File: src/design/dual_pol_phase_and_sum_beamformer_core_defines.svh
// ----------------------------------------------------------------------------
// Beamformer assertion macros
// Concurrent assertion forms used by the beamformer controller.
// ----------------------------------------------------------------------------
`ifndef DUAL_POL_PHASE_AND_SUM_BEAMFORMER_CORE_DEFINES_SVH
`define DUAL_POL_PHASE_AND_SUM_BEAMFORMER_CORE_DEFINES_SVH

// Same-cycle implication, disabled during reset.
`define DPBF_ASSERT_IMPLY(label, clk, rst, ante, cons, msg) \
   label: assert property (@(posedge clk) disable iff (rst) (ante) |-> (cons)) \
      else $error(msg);

// Next-cycle implication, disabled during reset.
`define DPBF_ASSERT_NEXT(label, clk, rst, ante, cons, msg) \
   label: assert property (@(posedge clk) disable iff (rst) (ante) |=> (cons)) \
      else $error(msg);

`endif

File: src/design/dpbf_pkg.sv
// ----------------------------------------------------------------------------
// Beamformer package
// Result layout constants and controller/datapath interface types.
// ----------------------------------------------------------------------------
package dpbf_pkg;

   localparam int RSP_FIELD_W = 32;
   localparam int NUM_LANES   = 4;   // beam0 re/im, beam1 re/im
   localparam int NUM_BEAMS   = 2;
   localparam int RSP_DATA_W  = NUM_LANES * RSP_FIELD_W;
   localparam int REQ_USER_W  = NUM_BEAMS;

   localparam logic [RSP_FIELD_W-1:0] SAT_POS = 32'h7FFF_FFFF;
   localparam logic [RSP_FIELD_W-1:0] SAT_NEG = 32'h8000_0000;

   // controller -> datapath
   typedef struct packed {
      logic take;      // input transfer this cycle
      logic load;      // capture magnitudes into divider, clear accumulators
      logic round;     // add half divisor for round to nearest
      logic step;      // one restoring division step
      logic publish;   // load result register
   } dpbf_cmd_type;

   // datapath -> controller
   typedef struct packed {
      logic pipe_busy; // MAC pipeline still holds items
   } dpbf_sts_type;

endpackage

File: src/design/dpbf_ctrl.sv
// ----------------------------------------------------------------------------
// Beamformer controller
// Handshake and sequencing: accumulate, drain, round, divide, publish.
// ----------------------------------------------------------------------------
`include "dual_pol_phase_and_sum_beamformer_core_defines.svh"

module dpbf_ctrl #(
   parameter int DIV_STEPS = 42
) (
   input  logic                   clock,
   input  logic                   reset,
   input  logic                   req_tvalid,
   input  logic                   req_tlast,
   output logic                   req_tready,
   output logic                   rsp_tvalid,
   input  logic                   rsp_tready,
   output dpbf_pkg::dpbf_cmd_type cmd,
   input  dpbf_pkg::dpbf_sts_type sts
);
   import dpbf_pkg::*;

   localparam int STEP_W = (DIV_STEPS > 1) ? $clog2(DIV_STEPS) : 1;
   localparam logic [STEP_W-1:0] LAST_STEP = STEP_W'(DIV_STEPS - 1);

   typedef enum logic [2:0] {
      ST_ACCUM,
      ST_DRAIN,
      ST_ROUND,
      ST_DIV,
      ST_OUT
   } state_type;

   state_type         state_ff, state_in;
   logic [STEP_W-1:0] step_ff, step_in;
   logic              req_tready_ff, req_tready_in;
   logic              rsp_tvalid_ff, rsp_tvalid_in;
   logic              take;
   logic              slot_free;

   always_comb begin
      take          = req_tvalid && req_tready_ff;
      slot_free     = !rsp_tvalid_ff || rsp_tready;
      state_in      = state_ff;
      step_in       = step_ff;
      req_tready_in = req_tready_ff;
      rsp_tvalid_in = rsp_tvalid_ff && !rsp_tready;
      cmd           = '0;
      cmd.take      = take;
      case (state_ff)
         ST_ACCUM: begin
            req_tready_in = !(take && req_tlast);
            if (take && req_tlast) begin
               state_in = ST_DRAIN;
            end
         end
         ST_DRAIN: begin
            if (!sts.pipe_busy) begin
               cmd.load = 1'b1;
               state_in = ST_ROUND;
            end
         end
         ST_ROUND: begin
            cmd.round = 1'b1;
            step_in   = '0;
            state_in  = ST_DIV;
         end
         ST_DIV: begin
            cmd.step = 1'b1;
            step_in  = step_ff + 1'b1;
            if (step_ff == LAST_STEP) begin
               state_in = ST_OUT;
            end
         end
         ST_OUT: begin
            if (slot_free) begin
               cmd.publish   = 1'b1;
               rsp_tvalid_in = 1'b1;
               req_tready_in = 1'b1;
               state_in      = ST_ACCUM;
            end
         end
         default: begin
            state_in      = ST_ACCUM;
            req_tready_in = 1'b0;
         end
      endcase
   end

   always_ff @(posedge clock) begin
      if (reset) begin
         state_ff      <= ST_ACCUM;
         step_ff       <= '0;
         req_tready_ff <= 1'b0;
         rsp_tvalid_ff <= 1'b0;
      end else begin
         state_ff      <= state_in;
         step_ff       <= step_in;
         req_tready_ff <= req_tready_in;
         rsp_tvalid_ff <= rsp_tvalid_in;
      end
   end

   assign req_tready = req_tready_ff;
   assign rsp_tvalid = rsp_tvalid_ff;

   `DPBF_ASSERT_NEXT(a_last_closes_input, clock, reset, req_tvalid && req_tready && req_tlast, !req_tready, "input open after last antenna")
   `DPBF_ASSERT_IMPLY(a_load_after_drain, clock, reset, cmd.load, !sts.pipe_busy, "divider loaded with MAC pipeline busy")
   `DPBF_ASSERT_IMPLY(a_publish_slot_free, clock, reset, cmd.publish, !rsp_tvalid || rsp_tready, "result overwritten before transfer")
   `DPBF_ASSERT_NEXT(a_publish_shows, clock, reset, cmd.publish, rsp_tvalid && req_tready, "published result not presented")

endmodule

File: config.mk
export PLATFORM = sky130hd
export DESIGN_NAME = dpbf_ctrl
export DESIGN_NICKNAME = d
export VERILOG_FILES = /design/src/design/dpbf_pkg.sv /design/src/design/dpbf_ctrl.sv
export VERILOG_INCLUDE_DIRS = /design/src /design/src/design
export SDC_FILE = /design/constraint.sdc
export NUM_CORES = 1
export LEC_CHECK = 0
export ABC_CLOCK_PERIOD_IN_PS = 2150
export BUFFER_PORTS_ARGS = -buffer_cell sky130_fd_sc_hd__buf_2
export CORE_MARGIN = 2
export CORE_UTILIZATION = 37
export DETAILED_ROUTE_END_ITERATION = 10
export HOLD_SLACK_MARGIN = 0.15
export PLACE_DENSITY = 0.68
export SKIP_LAST_GASP = 1
export SLEW_MARGIN = 40
export SYNTH_ARGS = -nofsm -noshare
export SYNTH_HDL_FRONTEND = slang
export SYNTH_SLANG_ARGS = --single-unit
File: constraint.sdc
create_clock -name clock -period 2.15 [get_ports clock]
set_clock_uncertainty 0.15 [all_clocks]
set_input_delay 0.215 -clock clock [delete_from_list [all_inputs] [get_ports clock]]
set_output_delay 0.215 -clock clock [all_outputs]
set_load 0.005 [all_outputs]
==> results of run 1 <==
## layout by cell type, fill, tap and decap left out, drive strengths merged, types with 2 or more instances in the layout
| cell | instances |
|---|---|
| buf | 12 |
| dfxtp | 11 |
| a21oi | 7 |
| nand2 | 5 |
| dlygate4sd3 | 5 |
| nor2 | 4 |
| inv | 4 |
| nand2b | 4 |
| clkbuf | 4 |
| nand3 | 3 |
| nor2b | 2 |
| nor4 | 2 |
| o211ai | 2 |
| or4 | 2 |
| a31oi | 2 |
| ha | 2 |
| o21ai | 2 |
## state kept, by name, summed over array words and instances, names as in the netlist
name        flops
step_ff         6
rsp_tvalid      1
state_ff        3
req_tready      1
## area by class of cell
class,instances,area [µm²],share of cell area (%)
clock buffer,4,26.3,3.51
inverter,4,15.0,2.01
multi-input combinational,54,355,47.5
sequential,11,221,29.6
tap,16,20.0,2.68
timing repair buffer,17,110,14.7
## cell families (layout without fill, tap and decap cells)
family	count (synthesis)	count (layout)	share of synthesized area (%)
AND/OR/NAND/NOR	32	32	31.6
AO/OA/AOI/OAI	19	19	19.3
flip-flops	11	11	35.0
multiplexers	1	1	1.59
adder cells (fa/ha/maj)	2	2	3.98
buffers and inverters	10	25	8.55
## worst min path at each step
stage,startpoint,to,slack (ns),depth (start not counted)
finish,sts,state_ff[1],0.16,4
global route,sts,state_ff[1],0.18,4
CTS,sts,state_ff[1],0.16,4
detailed placement,step_ff[1],step_ff[1],0.34,2
global placement,step_ff[1],step_ff[1],0.34,2
floorplan,reset,step_ff[3],0.24,2
## power groups by stage
stage	Sequential, µW	Combinational [µW]	Clock, µW
after floorplan	218	44.9	0
after global placement	226	49.0	0
after detailed placement	226	49.1	0
after CTS	221	57.1	151
after global routing	223	65.0	162
final	222	57.8	145
## timing repair
item,in CTS,in global routing
resized for setup,0,1
hold endpoints to repair,9,0
hold buffers,5,0
setup endpoints to repair,0,1
## critical path, delay by kind of cell, from the launching register on
kind	cells	cell delay, ns
compound gates	1	0.14
buf+inv	1	0.56
simple gates	2	0.64
flops	1	0.51
## per-layer routing
layer / vias up / GRT usage, %
met3: 2 / 5.60
li1: 304 / -
met4: 0 / 10.6
met1: 270 / 20.9
met2: 7 / 22.3
met5: - / 0
## per-stage QoR
stage | utilization [%] | area (µm²) | cells
floorplan | - | 629 | 75
global placement | 43.0 | 671 | 97
global route | 48.0 | 748 | 106
CTS | 47.9 | 747 | 106
detailed placement | 43.0 | 671 | 97
finish | 48.0 | 748 | 106
==> impl.org, run 1 <==
** Timing
- Minimum clock period after layout :: 2.06 ns
- RSZ-0062 raised after global routing :: false
- The total count of hold-check failures in the final report is 0.
- Post-Route Setup TNS :: 0 ns
- After layout, the worst path uses 96.0% of the clock period.
- The final count of pins violating max slew is 0.
- Worst hold slack :: 0.164 ns
- Across all setup checks in the final design, the least slack found is 0.0860 ns.
- Transition at the pin with the smallest max-transition slack :: 0.342 ns
- Achievable frequency :: 0.485 GHz
- Finish-stage setup viols :: 0
- Worst slew margin :: 76.6%

** Pwr
- Of the total power, the share spent switching nets is 26.3%.
- Clock network fraction of total power :: 34.2%
- Summed over all nets, the switching power comes to 112 µW.
- Combinational cells account for 13.6% of the total power.
- Peak ir drop on the vdd network :: 0.000298 V
- Ratio of total power to cell area :: 568 nW/µm²
- Overall power consumption after layout is estimated at 425 µW.
- Reported leakage power :: 0.000297 µW
- Per report_power, the sequential group accounts for 52.2% of the total.
- The internal portion of the total power is 313 µW.

** Outcome
- The flow ran to the end, and the final reports show no timing, DRC or antenna violations.

** Synth
- Cell with the most instances after synthesis :: sky130_fd_sc_hd__dfxtp_1
- During synthesis, Yosys emitted a total of 0 warnings.
- Yosys mapped the design onto 38 distinct sky130hd cell types.
- In this run the cell area of the synthesized design comes to 629 µm².
- The largest total area in the synthesized netlist belongs to sky130_fd_sc_hd__dfxtp_1.
- Instance count of the mapped netlist :: 75
- Top post-synthesis cells by count :: sky130_fd_sc_hd__dfxtp_1, sky130_fd_sc_hd__a21oi_1, sky130_fd_sc_hd__nand2_1
- Post-synthesis sequential area ratio :: 35.0%
- Sorting the synthesized cells by area gives the leading types as sky130_fd_sc_hd__dfxtp_1, sky130_fd_sc_hd__a21oi_1, sky130_fd_sc_hd__ha_1, sky130_fd_sc_hd__nand2_1, sky130_fd_sc_hd__nand2b_1.
- The top cell type by area accounts for 35.0% of the synthesized area.
- In this run, synthesis inferred 0 flip-flops with an integrated enable.
- Top FF cell, synth :: sky130_fd_sc_hd__dfxtp_1
- For this run, asynchronously set or reset flops after synthesis account for 0%.
- Post-Synthesis Net Count :: 83
- Number of flip-flops and latches in the synthesized netlist :: 11
- A synthesized cell averages 8.39 µm².

** Hold path
- In this run the worst hold path is classified as input port to register.

** Clocking
- CTS placed an instance of sky130_fd_sc_hd__clkbuf_4 at the clock tree root.
- Clock insertion delay at the later pin of the skew report :: 0.27 ns
- Buffers from clock root to sink, at most :: 2
- Counting the buffers created by CTS gives 3.
- Clock slew at reported path FFs :: 0.07 ns
- CTS H-Tree Depth :: 1
- TritonCTS built the clock tree.
- In this run the post-CTS setup repair buffer count came out at 0.
- CTS saw 11 sinks.

** Worst setup path
- Of all nets on the critical path, the largest fanout is 9.
- Cell with the largest stage delay on the worst path :: sky130_fd_sc_hd__dlygate4sd3_1
- The worst register-to-register path ends at state_ff[2].
- CP endpoint kind :: register
- FF-to-FF path depth :: 4
- Walking the worst path, the cells encountered are nand4bb_1, or4_1, a21oi_1, dlygate4sd3_1.
- By startpoint and endpoint, the worst setup path is classified as register to register.
- Beginning of the worst register-to-register path :: state_ff[1]
- Critical Path Start :: state_ff[1]
- Across all register-to-register paths, the minimum setup slack is 0.09 ns.
- Data arrives at the worst endpoint at 2.13 ns.
- STA puts the critical path data required time at 2.21 ns.
- Kind of launch point of the worst setup path :: register
- Worst setup path endpoint :: state_ff[2]
- Highest cell delay on the worst timing path :: 0.56 ns

** Die
- Number of rows in the core area :: 14
- Once the floorplan was initialized, standard cells occupied 40.4% of the core.
- The die is 45.2 µm tall.
- For this design the top-level I/O count stands at 13.
- Core region area :: 1560 µm²
- The die covers 2050 µm².
- Die X-Extent :: 45.2 µm

** Cells and area
- NumNets Final :: 99
- Area delta synth->final :: 18.9%
- Counting the fill cells in the layout gives 150.
- Of the cells placed in the final design, the portion with a size suffix greater than 1 is 21.1%.
- ANT cells :: 0

** Global route
- Initial antenna violation count :: 0
- Entering global routing, the biggest net connects 13 pins.
- Global-route wire length before repair :: 2.33 mm
- Gr ovfl total :: 0
- GRT Overall Usage :: 16.1%
- The number of global-route vias before repair was 542.

** Placement
- Input and output buffers added on the ports amount to 12.
- Post-DP HPWL :: 917 µm
- Worst slack at placement :: 0.587 ns
- Gpl congestion :: 0.795

** Route
- Routed len/inst :: 12.7 µm
- Wire length reported by the detailed router :: 1.34 mm
- Via-per-instance ratio :: 5.50
- Initial DRT Pass Iterations :: 4
- Top layer used by detailed routing :: met4
- Antenna viol nets, final :: 0
- For this run, design rule violations remaining after detail routing come to 0.
- Wire length the detailed router placed on met1 :: 653 µm
- Met2 WL :: 620 µm
- DRT iter0 DRCs :: 13
- Summing over every cut layer, the via total after detailed routing is 583.
- Summed over all nets, wire length on met3 after detailed routing comes to 54 µm.

** Flow run
- Max-capacitance violation count :: 0
No activity file was read; power rests on OpenSTA's default activity.
==> run 2, diff against run 1 <==
--- a/config.mk
+++ b/config.mk
@@ -13,6 +13,7 @@
 export DETAILED_ROUTE_END_ITERATION = 10
 export HOLD_SLACK_MARGIN = 0.15
 export PLACE_DENSITY = 0.68
+export REMOVE_ABC_BUFFERS = 1
 export SKIP_LAST_GASP = 1
 export SLEW_MARGIN = 40
 export SYNTH_ARGS = -nofsm -noshare
==> impl.org, run 2 (synthesized netlist as in run 1, its figures left out) <==
** Route
- The routed layout has 608 vias.
- The final layout contains routed wiring with a total length of 1.36 mm.
- Wire length the detailed router placed on met1 :: 631 µm
- Via-per-instance ratio :: 5.74
- Met2 WL :: 613 µm
- Wire segments on met3 add up to 110 µm in the final route.
- After detailed routing, the average wire length per cell comes to 12.8 µm.
- Initial DRT Pass Iterations :: 4
- The highest metal layer carrying signal wires in the routed design is met3.
- Once detail routing completed, the nets flagged for antenna violations numbered 0.
- DRC :: 0
- The detailed router finished its first iteration with 8 violations.

** Clocking
- CTS built an H-tree with a depth of 1.
- Root cell of the clock tree :: sky130_fd_sc_hd__clkbuf_4
- Buffers from clock root to sink, at most :: 2
- Buffers inserted by post-CTS timing repair :: 0
- Clock sinks :: 11
- Once the clock tree was built, the resizer swapped 0 gates to a different size.
- Clock insertion delay at the later pin of the skew report :: 0.27 ns
- After clock tree synthesis, the clock-pin slew on the worst setup and hold paths is 0.07 ns.
- TritonCTS created 3 clock buffers.
- Hold Buf Count CTS :: 5
- CTS tree :: yes

** Global route
- The first global-routing pass estimated 2.19 mm of wire.
- Via count of the first global-routing pass :: 545
- GRT Overall Usage :: 15.2%
- Initial antenna violation count :: 0
- Entering global routing, the biggest net connects 13 pins.
- Gr ovfl total :: 0

** Worst setup path
- In this design, the stage delay of the slowest critical-path cell is 0.56 ns.
- The signal on the critical path passes through or2_2, a211o_1, a31oi_1, dlygate4sd3_1.
- Cell with the largest stage delay on the worst path :: sky130_fd_sc_hd__dlygate4sd3_1
- FF-to-FF path depth :: 4
- Kind of launch point of the worst setup path :: register
- The worst setup path is of the register to register kind.
- The worst setup path is captured at a register.
- Largest fanout on the critical path :: 11
- Critical path data required time :: 2.21 ns
- Arrival time of the worst setup path :: 2.01 ns

** Cells and area
- In the layout the commonest cells are sky130_fd_sc_hd__buf_2, sky130_fd_sc_hd__dfxtp_1, sky130_fd_sc_hd__a21oi_1.
- Number of flip-flops in the largest register :: 6
- In the final layout, the share of cells above drive strength 1 is 20.0%.
- Filler Cells Inserted :: 159
- Most common cell after layout, fill and taps aside :: sky130_fd_sc_hd__buf_2
- Largest register by flop count :: step_ff
- Relative to the synthesized area, the layout overhead comes to 18.7%.
- NumNets Final :: 99
- The finished layout holds 106 standard cells, fillers aside.
- ANT cells :: 0
- Registers with the highest flip-flop counts :: step_ff (6), state_ff (3)

** Hold path
- The tightest min-delay check is of the register to register type.
- WHS Path Cells :: 2

** Placement
- Including well taps, the total number of placed cells is 97.
- Input and output buffers added on the ports amount to 12.
- Routability-driven placement finished with a final weighted congestion of 0.764.
- Post-DP HPWL :: 924 µm

** Die
- The floorplan step defined a die boundary enclosing 2050 µm².
- The floorplan step defined a core boundary enclosing 1560 µm².
- The floorplan step set the die height to 45.2 µm.
- Die X-Extent :: 45.2 µm
- 13 I/O pins were placed.
- Number of rows in the core area :: 14
- For this configuration, the core starts out at a cell density of 40.4%.

** Outcome
- The flow ran to the end, and the final reports show no timing, DRC or antenna violations.

** Pwr
- For this design the ratio of total power to cell area is 565 nW/µm².
- In this run the static leakage power is 0.000294 µW.
- Peak ir drop on the vdd network :: 0.000367 V
- Total power for the finished layout comes to 422 µW.

** Timing
- Setup violations remaining at the end of the flow were counted as 0.
- Minimum clock period after layout :: 1.95 ns
- In the finished design, the share of the clock period the worst path needs comes to 90.7%.
- Max-slew violation total from the final report :: 0
- Post-Route Setup TNS :: 0 ns
- Setup repair after global routing left no endpoint under its margin.
- At the pin with the least slew margin, the transition time is 0.327 ns.
- Achievable frequency :: 0.513 GHz
- Headroom to the max-slew limit came out at 77.6%.
- The total count of hold-check failures in the final report is 0.

** Flow run
- Max-capacitance violation count :: 0
## run 2: worst max-delay path, delay by kind of cell (launching register included)
family	cells	cell delay [ns]
flops	1	0.41
buf+inv	1	0.56
compound gates	2	0.41
simple gates	1	0.36
## run 2: final timing paths
kind	end	slack (ns)	from
max	req_tready	0.20	state_ff[0]
min reg2reg	step_ff[1]	0.35	step_ff[1]
max reg2reg	req_tready	0.20	state_ff[0]
min	step_ff[1]	0.35	step_ff[1]
## run 2: per-layer routing
| metal | global-route usage (%) | vias to the layer above |
|---|---|---|
| met5 | 0 | - |
| li1 | - | 305 |
| met4 | 1.76 | 0 |
| met3 | 8.40 | 0 |
| met2 | 25.7 | 24 |
| met1 | 17.1 | 279 |
## run 2: area by class of cell
class	count	area [µm²]	share of cell area [%]
timing repair buffer	17	110	14.7
clock buffer	4	26.3	3.52
inverter	4	15.0	2.01
sequential	11	220	29.5
tap	16	20.0	2.68
multi-input combinational	54	355	47.6
## run 2: metrics by stage
stage / setup slack, ns / hold slack (ns) / util [%] / cell area, µm²
after floorplan: 0.692 / 0.134 / - / 591
after global placement: 0.599 / 0.338 / 43.0 / 671
after detailed placement: 0.576 / 0.342 / 43.0 / 671
after CTS: 0.237 / 0.353 / 47.9 / 747
after global routing: 0.0798 / 0.371 / 47.9 / 747
final: 0.200 / 0.353 / 47.9 / 747
## run 2: power breakdown
part / switching (µW) / internal [µW]
Combinational: 27.4 / 32.2
Sequential: 11.4 / 210
Clock: 69.6 / 71.8
